--- src/design/xxtea_pkg.sv ---
// Shared constants, types and round-count table of the XXTEA block cipher.
`timescale 1ns / 1ps
package xxtea_pkg;

    localparam int MAX_BLOCK_WORDS_DEF = 16;

    localparam int WORD_W    = 32;
    localparam int CFG_IDX_W = 3;
    localparam int BLEN_W    = 5;
    localparam int ROUND_W   = 6;
    localparam int NLEN_W    = 7;

    localparam logic [WORD_W-1:0] XXTEA_DELTA = 32'h9E37_79B9;

    localparam logic [BLEN_W-1:0] BLEN_RESET = 5'd16;
    localparam logic [BLEN_W-1:0] BLEN_MIN   = 5'd2;

    localparam logic [CFG_IDX_W-1:0] CFG_KEY0    = 3'd0;
    localparam logic [CFG_IDX_W-1:0] CFG_KEY1    = 3'd1;
    localparam logic [CFG_IDX_W-1:0] CFG_KEY2    = 3'd2;
    localparam logic [CFG_IDX_W-1:0] CFG_KEY3    = 3'd3;
    localparam logic [CFG_IDX_W-1:0] CFG_BLEN    = 3'd4;
    localparam logic [CFG_IDX_W-1:0] CFG_DECRYPT = 3'd5;

    typedef enum logic [2:0] {
        ST_IDLE,
        ST_INIT,
        ST_FIRST,
        ST_RD_NB,
        ST_MIX,
        ST_UPDATE,
        ST_OUT_RD,
        ST_OUT_LD
    } state_t;

    // 6 + 52/n full rounds
    function automatic logic [ROUND_W-1:0] rounds_for(input logic [NLEN_W-1:0] n);
        logic [ROUND_W-1:0] r;
        case (n) inside
            [7'd0:7'd2]:   r = 6'd32;
            7'd3:          r = 6'd23;
            7'd4:          r = 6'd19;
            7'd5:          r = 6'd16;
            7'd6:          r = 6'd14;
            7'd7:          r = 6'd13;
            7'd8:          r = 6'd12;
            [7'd9:7'd10]:  r = 6'd11;
            [7'd11:7'd13]: r = 6'd10;
            [7'd14:7'd17]: r = 6'd9;
            [7'd18:7'd26]: r = 6'd8;
            [7'd27:7'd52]: r = 6'd7;
            default:       r = 6'd6;
        endcase
        return r;
    endfunction

endpackage

--- src/design/xxtea_block_cipher.sv ---
// XXTEA block cipher top level: word collection, round sequencer and result stream.
//
// Usage: 32-bit words enter on the s_ stream, lowest block index first, one per
// cycle while s_tready is high. Once block_length words (clamped to 2..MAX) are
// collected, the block is encrypted or decrypted in place with the standard XXTEA
// schedule, and the n result words leave on the m_ stream in index order, with
// m_tlast on the final word. Key, length and direction are written through the
// cfg_ channel (index 0..3 key words, 4 block length, 5 decrypt); the user must
// write them only while idle; the block does not enforce this. The rounds then
// run over the block, and the result words are read out of the RAM one at a
// time. Each word update takes three steps on the block RAM: neighbor read,
// own read, and write-back through the shared mix unit.
// s_tready is low from block completion until the last result word is loaded
// into the output register; that word may wait for m_tready while new words load.
// A stalled receiver holds the output register and pauses the result readout.
// Reset (aresetn low, synchronous) clears the configuration to key 0, length 16,
// encrypt, empties the word count and drops any pending result.
`timescale 1ns / 1ps
module xxtea_block_cipher #(
    parameter int MAX_BLOCK_WORDS = xxtea_pkg::MAX_BLOCK_WORDS_DEF
) (
    input  logic                           aclk,
    input  logic                           aresetn,
    input  logic                           s_tvalid,
    output logic                           s_tready,
    input  logic [xxtea_pkg::WORD_W-1:0]   s_tdata,   // [31:0] data_word
    output logic                           m_tvalid,
    input  logic                           m_tready,
    output logic [xxtea_pkg::WORD_W-1:0]   m_tdata,   // [31:0] result_word
    output logic                           m_tlast,
    input  logic                           cfg_valid,
    output logic                           cfg_ready,
    input  logic [xxtea_pkg::CFG_IDX_W-1:0] cfg_index,
    input  logic [xxtea_pkg::WORD_W-1:0]   cfg_data
);

    import xxtea_pkg::*;

    localparam int AW    = $clog2(MAX_BLOCK_WORDS);
    localparam int CW    = $clog2(MAX_BLOCK_WORDS + 1);
    localparam int CMP_W = (CW > BLEN_W) ? CW : BLEN_W;
    localparam logic [CW-1:0] MAX_N = CW'(MAX_BLOCK_WORDS);

    function automatic logic [WORD_W-1:0] mix(
        input logic [WORD_W-1:0] y,
        input logic [WORD_W-1:0] z,
        input logic [WORD_W-1:0] sum,
        input logic [WORD_W-1:0] k
    );
        logic [WORD_W-1:0] a;
        logic [WORD_W-1:0] b;
        a = (z >> 5) ^ (y << 2);
        b = (y >> 3) ^ (z << 4);
        return (a + b) ^ ((sum ^ y) + (k ^ z));
    endfunction

    state_t state_reg, state_next;

    logic [WORD_W-1:0]  key_reg [4];
    logic [WORD_W-1:0]  key_next [4];
    logic [BLEN_W-1:0]  blen_reg, blen_next;
    logic               dec_reg, dec_next;
    logic [CW-1:0]      cnt_reg, cnt_next;
    logic [CW-1:0]      n_reg, n_next;
    logic [AW-1:0]      p_reg, p_next;
    logic [ROUND_W-1:0] rnd_reg, rnd_next;
    logic [WORD_W-1:0]  sum_reg, sum_next;
    logic [WORD_W-1:0]  zy_reg, zy_next;
    logic [WORD_W-1:0]  mix_reg, mix_next;
    logic [AW-1:0]      out_idx_reg, out_idx_next;
    logic [WORD_W-1:0]  m_data_reg, m_data_next;
    logic               m_last_reg, m_last_next;
    logic               m_valid_reg, m_valid_next;

    logic               wr_en;
    logic [AW-1:0]      wr_addr;
    logic [WORD_W-1:0]  wr_data;
    logic               rd_en;
    logic [AW-1:0]      rd_addr;
    logic [WORD_W-1:0]  rd_data;

    logic               s_accept;
    logic [CW-1:0]      n_eff;
    logic [CW:0]        cnt_inc;
    logic               blk_done;
    logic [CW-1:0]      n_m1;
    logic               p_top;
    logic               p_zero;
    logic               round_end;
    logic [AW-1:0]      nb_addr;
    logic [ROUND_W-1:0] rounds_cur;
    logic [WORD_W-1:0]  key_sel;
    logic [WORD_W-1:0]  new_word;
    logic               out_free;
    logic               out_last;

    xxtea_ram #(
        .WIDTH (WORD_W),
        .DEPTH (MAX_BLOCK_WORDS)
    ) u_store (
        .clk     (aclk),
        .wr_en   (wr_en),
        .wr_addr (wr_addr),
        .wr_data (wr_data),
        .rd_en   (rd_en),
        .rd_addr (rd_addr),
        .rd_data (rd_data)
    );

    assign s_tready  = (state_reg == ST_IDLE);
    assign s_accept  = s_tvalid && s_tready;
    assign cfg_ready = 1'b1;
    assign m_tvalid  = m_valid_reg;
    assign m_tdata   = m_data_reg;
    assign m_tlast   = m_last_reg;

    always_comb begin
        if (blen_reg < BLEN_MIN) begin
            n_eff = CW'(BLEN_MIN);
        end else if (CMP_W'(blen_reg) > CMP_W'(MAX_N)) begin
            n_eff = MAX_N;
        end else begin
            n_eff = CW'(blen_reg);
        end
    end

    assign cnt_inc    = {1'b0, cnt_reg} + 1'b1;
    assign blk_done   = cnt_inc >= {1'b0, n_eff};
    assign n_m1       = n_reg - 1'b1;
    assign p_top      = CW'(p_reg) == n_m1;
    assign p_zero     = p_reg == '0;
    assign round_end  = dec_reg ? p_zero : p_top;
    assign rounds_cur = rounds_for(NLEN_W'(n_reg));
    assign key_sel    = key_reg[2'(p_reg) ^ sum_reg[3:2]];
    assign new_word   = dec_reg ? (rd_data - mix_reg) : (rd_data + mix_reg);
    assign out_free   = !m_valid_reg || m_tready;
    assign out_last   = CW'(out_idx_reg) == n_m1;

    always_comb begin
        if (dec_reg) begin
            nb_addr = p_zero ? AW'(n_m1) : p_reg - 1'b1;
        end else begin
            nb_addr = p_top ? '0 : p_reg + 1'b1;
        end
    end

    always_comb begin
        state_next = state_reg;
        case (state_reg)
            ST_IDLE: begin
                if (s_accept && blk_done) begin
                    state_next = ST_INIT;
                end
            end
            ST_INIT: begin
                state_next = (rounds_cur == '0) ? ST_OUT_RD : ST_FIRST;
            end
            ST_FIRST:  state_next = ST_MIX;
            ST_RD_NB:  state_next = ST_MIX;
            ST_MIX:    state_next = ST_UPDATE;
            ST_UPDATE: begin
                if (round_end && rnd_reg == ROUND_W'(1)) begin
                    state_next = ST_OUT_RD;
                end else begin
                    state_next = ST_RD_NB;
                end
            end
            ST_OUT_RD: begin
                if (out_free) begin
                    state_next = ST_OUT_LD;
                end
            end
            ST_OUT_LD: begin
                state_next = out_last ? ST_IDLE : ST_OUT_RD;
            end
            default: state_next = ST_IDLE;
        endcase
    end

    always_comb begin
        key_next     = key_reg;
        blen_next    = blen_reg;
        dec_next     = dec_reg;
        cnt_next     = cnt_reg;
        n_next       = n_reg;
        p_next       = p_reg;
        rnd_next     = rnd_reg;
        sum_next     = sum_reg;
        zy_next      = zy_reg;
        mix_next     = mix_reg;
        out_idx_next = out_idx_reg;
        m_data_next  = m_data_reg;
        m_last_next  = m_last_reg;
        m_valid_next = m_valid_reg && !m_tready;
        wr_en        = 1'b0;
        wr_addr      = p_reg;
        wr_data      = new_word;
        rd_en        = 1'b0;
        rd_addr      = p_reg;

        if (cfg_valid) begin
            case (cfg_index)
                CFG_KEY0:    key_next[0] = cfg_data;
                CFG_KEY1:    key_next[1] = cfg_data;
                CFG_KEY2:    key_next[2] = cfg_data;
                CFG_KEY3:    key_next[3] = cfg_data;
                CFG_BLEN:    blen_next   = cfg_data[BLEN_W-1:0];
                CFG_DECRYPT: dec_next    = cfg_data[0];
                default: ;
            endcase
        end

        case (state_reg)
            ST_IDLE: begin
                if (s_accept) begin
                    wr_en   = cnt_reg < MAX_N;
                    wr_addr = AW'(cnt_reg);
                    wr_data = s_tdata;
                    if (blk_done) begin
                        cnt_next = '0;
                        n_next   = n_eff;
                    end else begin
                        cnt_next = cnt_inc[CW-1:0];
                    end
                end
            end
            ST_INIT: begin
                rd_en        = 1'b1;
                rd_addr      = dec_reg ? '0 : AW'(n_m1);
                rnd_next     = rounds_cur;
                sum_next     = dec_reg ? (WORD_W'(rounds_cur) * XXTEA_DELTA) : XXTEA_DELTA;
                p_next       = dec_reg ? AW'(n_m1) : '0;
                out_idx_next = '0;
            end
            ST_FIRST: begin
                zy_next = rd_data;
                rd_en   = 1'b1;
                rd_addr = nb_addr;
            end
            ST_RD_NB: begin
                rd_en   = 1'b1;
                rd_addr = nb_addr;
            end
            ST_MIX: begin
                mix_next = dec_reg ? mix(zy_reg, rd_data, sum_reg, key_sel)
                                   : mix(rd_data, zy_reg, sum_reg, key_sel);
                rd_en    = 1'b1;
                rd_addr  = p_reg;
            end
            ST_UPDATE: begin
                wr_en   = 1'b1;
                zy_next = new_word;
                if (round_end) begin
                    p_next   = dec_reg ? AW'(n_m1) : '0;
                    sum_next = dec_reg ? (sum_reg - XXTEA_DELTA) : (sum_reg + XXTEA_DELTA);
                    rnd_next = rnd_reg - 1'b1;
                end else begin
                    p_next = dec_reg ? (p_reg - 1'b1) : (p_reg + 1'b1);
                end
            end
            ST_OUT_RD: begin
                if (out_free) begin
                    rd_en   = 1'b1;
                    rd_addr = out_idx_reg;
                end
            end
            ST_OUT_LD: begin
                m_data_next  = rd_data;
                m_last_next  = out_last;
                m_valid_next = 1'b1;
                out_idx_next = out_idx_reg + 1'b1;
            end
            default: ;
        endcase
    end

    always_ff @(posedge aclk) begin
        if (!aresetn) begin
            state_reg   <= ST_IDLE;
            key_reg     <= '{default: '0};
            blen_reg    <= BLEN_RESET;
            dec_reg     <= 1'b0;
            cnt_reg     <= '0;
            sum_reg     <= '0;
            m_valid_reg <= 1'b0;
        end else begin
            state_reg   <= state_next;
            key_reg     <= key_next;
            blen_reg    <= blen_next;
            dec_reg     <= dec_next;
            cnt_reg     <= cnt_next;
            sum_reg     <= sum_next;
            m_valid_reg <= m_valid_next;
        end
    end

    always_ff @(posedge aclk) begin
        n_reg       <= n_next;
        p_reg       <= p_next;
        rnd_reg     <= rnd_next;
        zy_reg      <= zy_next;
        mix_reg     <= mix_next;
        out_idx_reg <= out_idx_next;
        m_data_reg  <= m_data_next;
        m_last_reg  <= m_last_next;
    end

endmodule

--- src/design/xxtea_ram.sv ---
// Generic single-write, single-read RAM with registered read data.
`timescale 1ns / 1ps
module xxtea_ram #(
    parameter int WIDTH = 32,
    parameter int DEPTH = 16,
    localparam int AW   = $clog2(DEPTH)
) (
    input  logic             clk,
    input  logic             wr_en,
    input  logic [AW-1:0]    wr_addr,
    input  logic [WIDTH-1:0] wr_data,
    input  logic             rd_en,
    input  logic [AW-1:0]    rd_addr,
    output logic [WIDTH-1:0] rd_data
);

    logic [WIDTH-1:0] mem [DEPTH];

    always_ff @(posedge clk) begin
        if (wr_en) begin
            mem[wr_addr] <= wr_data;
        end
        if (rd_en) begin
            rd_data <= mem[rd_addr];
        end
    end

endmodule

--- config.mk ---
export PLATFORM = sky130hd
export DESIGN_NAME = xxtea_block_cipher
export DESIGN_NICKNAME = d
export VERILOG_FILES = /design/src/design/xxtea_pkg.sv /design/src/design/xxtea_block_cipher.sv /design/src/design/xxtea_ram.sv
export SDC_FILE = /design/constraint.sdc
export NUM_CORES = 2
export LEC_CHECK = 0
export ABC_CLOCK_PERIOD_IN_PS = 6820
export BUFFER_PORTS_ARGS = -buffer_cell sky130_fd_sc_hd__buf_2
export CORE_ASPECT_RATIO = 1.5
export CORE_UTILIZATION = 60
export CTS_BUF_LIST = sky130_fd_sc_hd__clkbuf_8
export CTS_CLUSTER_SIZE = 40
export DETAILED_ROUTE_END_ITERATION = 7
export PLACE_DENSITY = 0.84
export SETUP_SLACK_MARGIN = 0.4
export SYNTH_ARGS = -nofsm -noshare
export SYNTH_HDL_FRONTEND = slang
export SYNTH_SLANG_ARGS = --single-unit
--- constraint.sdc ---
create_clock -name aclk -period 6.82 [get_ports aclk]
set_input_delay 1.705 -clock aclk [delete_from_list [all_inputs] [get_ports aclk]]
set_output_delay 1.705 -clock aclk [all_outputs]
set_load 0.1 [all_outputs]
# Word-level counts from Yosys, hierarchy flattened
# Memories as Yosys holds them, arrays and structs flattened. A register that Yosys moved wholly into a read port is not among the register bits.
# Index checks and enable logic that the tools add are counted.
# op_classes
n_lt_le_gt_ge	17
bitwise_logic	12
mux	56
n_reduce_logical	32
addsub	14
eq_ne	24
n_mul	1
# ops
op	count
two-way mux 32 bit	9
XOR 32 bit	6
adder 32 bit	5
one-hot mux 32 bit (2 select lines)	2
binary-select mux 32 bit (select 2 bit)	1
XOR 27 x 32 -> 32 bit	2
XOR 29 x 32 -> 32 bit	2
two-way mux 6 bit	10
two-way mux 4 bit	12
adder 32 bit (second input constant)	1
multiplier 6 x 32 -> 32 bit (second input constant)	1
subtractor 32 bit	1
subtractor 32 bit (second input constant)	1
one-hot mux 3 bit (7 select lines)	1
== test 5 x 3 -> 1 bit (second input constant)	4
== test 3 bit (second input constant)	6
AND reduction 2 bit	9
one-hot mux 4 bit (2 select lines)	2
greater-or-equal comparator 5 x 4 -> 1 bit (second input constant)	3
two-way mux 3 bit	5
two-way mux 5 bit	3
== test 3 x 2 -> 1 bit (second input constant)	4
one-hot mux 4 bit (3 select lines)	1
one-hot mux 6 bit (2 select lines)	1
other kinds (37)	64
# word_totals
reg_bits	291
mem_count	1
input_bits	72
mem_bits_rw	512
output_inout_bits	36
# mem_list
name	depth	word_bits	rd	rd_clocked_by_memory_dff	wr	line	text
u_store.mem	16	32	1	1	1	xxtea_ram.sv:17	logic [WIDTH-1:0] mem [DEPTH];

# Logic depth before layout (Yosys ltp)
# depth
ltp_word	17
depth_mapped	28

# Hierarchy
# From an unflattened synthesis, not the netlist that was laid out.
# unflattened
hier_cells	4045
hier_area_um2	46763.6
# modules_own_cells
module	seq_area_each_um2	area_each_um2	n_inst	cells_each
xxtea_block_cipher	6986.7	26608.0	1	3207
xxtea_ram	16335.7	20155.6	1	838

# Least setup slack after synthesis
# Ideal clock, no wire load.
# synth_timing
path_kind	register -> register
start	register n_reg[0]
end	register sum_reg[31]
arrival_ns	5.860
path_stages_with_launch	28
t_required_ns	6.694
setup_time_ns	0.126
slack_ns	0.834
cell_sequence	edfxtp_1 clkbuf_1 inv_1 ha_1 nand3_1 a21oi_1 a21oi_1 a31oi_1 a21o_1 a211o_1 fa_1 inv_1 xnor2_1 fa_1 inv_1 ha_1 fa_1 a21o_1 a21oi_1 o21bai_1 a21oi_1 o21bai_1 a21o_1 a2111o_1 a31oi_1 xnor2_1 o2111ai_1 nand3_1
# synth_between
elab_chain_cells	17
elab_cells_between_ends	44
# synth_lines
element	line	text
from (decl)	xxtea_block_cipher.sv:64	logic [CW-1:0] n_reg, n_next;
from (signal assigned)	xxtea_block_cipher.sv:298	n_reg <= n_next;
less-or-equal comparator 5 x 6 -> 1 bit (not written as such) / greater-or-equal comparator 5 bit (equally long branches)	xxtea_block_cipher.sv:133	assign rounds_cur = rounds_for(NLEN_W'(n_reg));
logical AND 1 bit (not written as such)	xxtea_block_cipher.sv:133	
two-way mux 1 bit	xxtea_pkg.sv:39	case (n) inside
two-way mux 4 bit (2 in series)	xxtea_pkg.sv:39	
two-way mux 6 bit (9 in series)	xxtea_pkg.sv:39	
multiplier 6 x 32 -> 32 bit	xxtea_block_cipher.sv:231	sum_next = dec_reg ? (WORD_W'(rounds_cur) * XXTEA_DELTA) : XXTEA_DELTA;
two-way mux 32 bit	xxtea_block_cipher.sv:231	
one-hot mux 32 bit (2 select lines)	xxtea_block_cipher.sv:213	case (state_reg)
to (signal assigned)	xxtea_block_cipher.sv:292	sum_reg <= sum_next;
to (decl)	xxtea_block_cipher.sv:67	logic [WORD_W-1:0] sum_reg, sum_next;
# Several ways; a longest one is shown, not always the timed one.
# A chain may end at the register's enable or synchronous reset.

# Worst setup path after layout
# layout_timing
start	register n_reg[3]
end	register sum_reg[31]
# Same word-level chain as after synthesis.

==> summary.txt <==
outcome -> finished clean
# rows -> 126
share of layout cells above drive strength 1 -> 0.1362
Max Freq -> 162.1 MHz
P_leak -> 19.81 nW
CP arrival -> 6.85 ns
register area share after synthesis -> 0.4905
clock latency on the worst-skew pair -> 0.81 ns
Final Hold Viols -> 0
initial antenna violation count -> 8
GPL Wtd Cong -> 1.039
ys async rst share -> 0
Detailed Route WL -> 131.3 mm
Largest register FFs -> 512
Layout area overhead -> 8.999%
unrepaired setup endpoints after global routing -> yes
clk sinks -> 835
crit path launch type -> register
Vias per Instance -> 6.355
Worst slew margin -> 0.1416
max cap viols -> 0
FF/Latch Area -> 23330 µm²
Initial DRT Pass Iterations -> 5
GRT Overall Usage -> 0.3301
critical path type -> reg2reg
dominant synthesized flop cell -> edfxtp_1
hold_ws -> 0.4655 ns
final setup vio count -> 0
worst setup margin -> 0.6499 ns
total negative slack -> 0 ns
I/O pin count -> 108
H-Tree Depth -> 3
Req. time, crit path -> 7.50 ns
Die ar. -> 80400 µm²
Pwr per Cell Area -> 236.3 nW/µm²
vias in the first global route -> 33980
IO buf count -> 106
mean post-synth cell area -> 11.82 µm²
#FFs+latches synth -> 835
Vias -> 33560
die width -> 231.9 µm
area of the multi-input gates -> 23220 µm²
Initial Util -> 0.6056
crit path time final -> 6.170 ns
post-DP HPWL -> 90.77 mm
CTS Buf Count -> 116
grt total ovfl -> 0
DR WL/cell -> 24.87 µm
pre-CTS WS -> 0.3367 ns
die extent in y -> 346.8 µm
Final Slew Violations -> 0
Hold Crit Class -> reg2reg
synth warn -> 0
clk buf depth -> 3
CTS tree -> built
initial drt markers -> 3051
first-pass GRT wire length -> 198.2 mm
CP Max Fanout -> 6
clock skew -> 0.05558 ns
# fillers -> 5763
Post-Syn Instances -> 4023
fin nets -> 4509
Post-synth EDFFs -> 660
Mapped Area -> 47550 µm²
type of destination of the critical path -> register
Peak VDD IR -> 0.2180 mV
core area -> 78510 µm²
crit share post-route -> 0.9047
Post-DRT Antenna Nets -> 0
worst slew pin tran -> 1.282 ns
largest net degree at the start of global routing -> 146
root buf cell -> clkbuf_8
synth unique cells -> 94
DRC -> 0
clock slew at reported path FFs -> 0.07 ns
hold buffer count at cts -> 0
==> metrics by stage <==
stage	cell area (µm²)	util	instances	power [mW]
after floorplan	47560	-	4025	7.728
after global placement	49420	0.6295	5054	8.356
after detailed placement	49420	0.6295	5054	8.402
after CTS	51740	0.6590	5269	12.24
after global routing	51830	0.6601	5281	12.70
final	51830	0.6601	5281	12.25
==> Yosys cell counts (9+ instances only) <==
| master | instances | share of area |
|---|---|---|
| a211oi_1 | 18 | 0.0028 |
| a21boi_0 | 144 | 0.023 |
| a21o_1 | 110 | 0.017 |
| a21oi_1 | 214 | 0.023 |
| a31oi_1 | 39 | 0.0051 |
| and2_1 | 14 | 0.0018 |
| and3_1 | 27 | 0.0036 |
| buf_1 | 14 | 0.0011 |
| buf_2 | 15 | 0.0016 |
| buf_6 | 14 | 0.0033 |
| clkbuf_1 | 136 | 0.011 |
| dfxtp_1 | 175 | 0.074 |
| edfxtp_1 | 660 | 0.42 |
| fa_1 | 32 | 0.013 |
| ha_1 | 251 | 0.066 |
| inv_1 | 119 | 0.0094 |
| mux2i_1 | 116 | 0.024 |
| mux4_2 | 160 | 0.076 |
| nand2_1 | 505 | 0.040 |
| nand2b_1 | 27 | 0.0036 |
| nand3_1 | 43 | 0.0045 |
| nor2_1 | 171 | 0.013 |
| nor2b_1 | 36 | 0.0047 |
| nor3_1 | 45 | 0.0047 |
| nor4_1 | 9 | 0.0012 |
| o211a_1 | 9 | 0.0019 |
| o211ai_1 | 23 | 0.0036 |
| o21a_1 | 20 | 0.0032 |
| o21ai_0 | 172 | 0.018 |
| o21bai_1 | 27 | 0.0043 |
| o221ai_1 | 15 | 0.0028 |
| o31ai_1 | 15 | 0.0024 |
| or3_1 | 12 | 0.0016 |
| xnor2_1 | 246 | 0.045 |
| xor2_1 | 247 | 0.045 |
==> logic make-up (layout without fill, tap and decap cells) <==
kind of cell    Yosys count  in the layout  share of synthesized area
compound gates          894            894                     0.1244
xor+xnor                496            496                    0.09220
fa+ha+maj               283            283                    0.07952
buf+inv                 301            527                    0.02647
flops                   835            835                     0.4905
mux                     277            277                     0.1004
other cells               2             10                  0.0001579
simple gates            935            935                    0.08636
==> report_power, final <==
part	switching, mW	leakage, nW	internal (mW)
combinational	1.49	11.2	1.05
sequential	0.0961	7.37	5.73
clock	1.96	1.27	1.92
total	3.55	19.8	8.70
==> cells in the final DEF, fill, tap and decap left out, drive strengths merged, types with 7 or more instances in the layout <==
cell type  count
nor3          46
o21ai        180
o211ai        23
nor2         172
o31ai         15
a21oi        214
clkbuf       127
a31o           7
o221ai        15
nor2b         36
nor4           9
o21bai        27
inv          148
nand4          7
o21a          20
and2          15
edfxtp       660
a21boi       146
a31oi         39
o211a          9
nand2b        27
or3           12
dfxtp        175
xnor2        247
or2            8
buf          192
fa            32
mux4         160
and3          27
a211oi        19
ha           251
clkinv        51
nand2        505
nand3         43
xor2         248
nand3b         7
mux2i        116
a21o         110
==> worst paths after layout <==
check	endpoint	from	slack (ns)	cells after the start
max	sum_reg[31]	n_reg[3]	0.65	27
min	key_reg[117]	key_reg[117]	0.47	2
max reg2reg	sum_reg[31]	n_reg[3]	0.65	27
min reg2reg	key_reg[117]	key_reg[117]	0.47	2
==> critical path, cell delays in order (launching register included) <==
cell and delay [ns]:
edfxtp_1 0.48, buf_4 0.19, nor2_1 0.17, nand3b_1 0.11
a21oi_1 0.19, nor4_2 0.09, a21oi_1 0.14, a31oi_1 0.06
a21o_1 0.18, a211o_1 0.31, fa_1 0.60, inv_2 0.08
xnor2_1 0.15, fa_1 0.51, inv_1 0.05, ha_1 0.21
fa_1 0.46, a21o_1 0.20, a21oi_2 0.19, o21bai_1 0.16
a21oi_2 0.17, o21bai_1 0.15, a21o_1 0.23, a2111o_1 0.41
a31oi_1 0.19, xnor2_1 0.10, o2111ai_1 0.19, nand3_1 0.09
==> routing by layer <==
metal / track usage / vias to the layer above / part of all wire
li1: - / 15100 / -
met1: 0.3717 / 16190 / 0.35
met2: 0.5555 / 1748 / 0.49
met3: 0.06373 / 525 / 0.083
met4: 0.2417 / 2 / 0.079
met5: 0 / - / 0.000099
==> layout make-up <==
cell class,count,area share
Clock buffer,127,0.03373
Clock inverter,88,0.01082
Timing Repair Buffer,192,0.02366
Tap cell,1024,0.02472
Sequential cell,835,0.4501
Multi-Input combinational cell,2889,0.4480
Inverter,120,0.008691
Antenna cell,6,0.0002897
==> repair_timing <==
item | CTS | global route
pin swaps | 0 | 2
buffers inserted | 0 | 5
endpoints found under the hold margin | 0 | 0
resized for setup | 1 | 8
endpoints found under the setup margin | 1 | 6
Note: power is estimated with default switching activity, not from simulation.
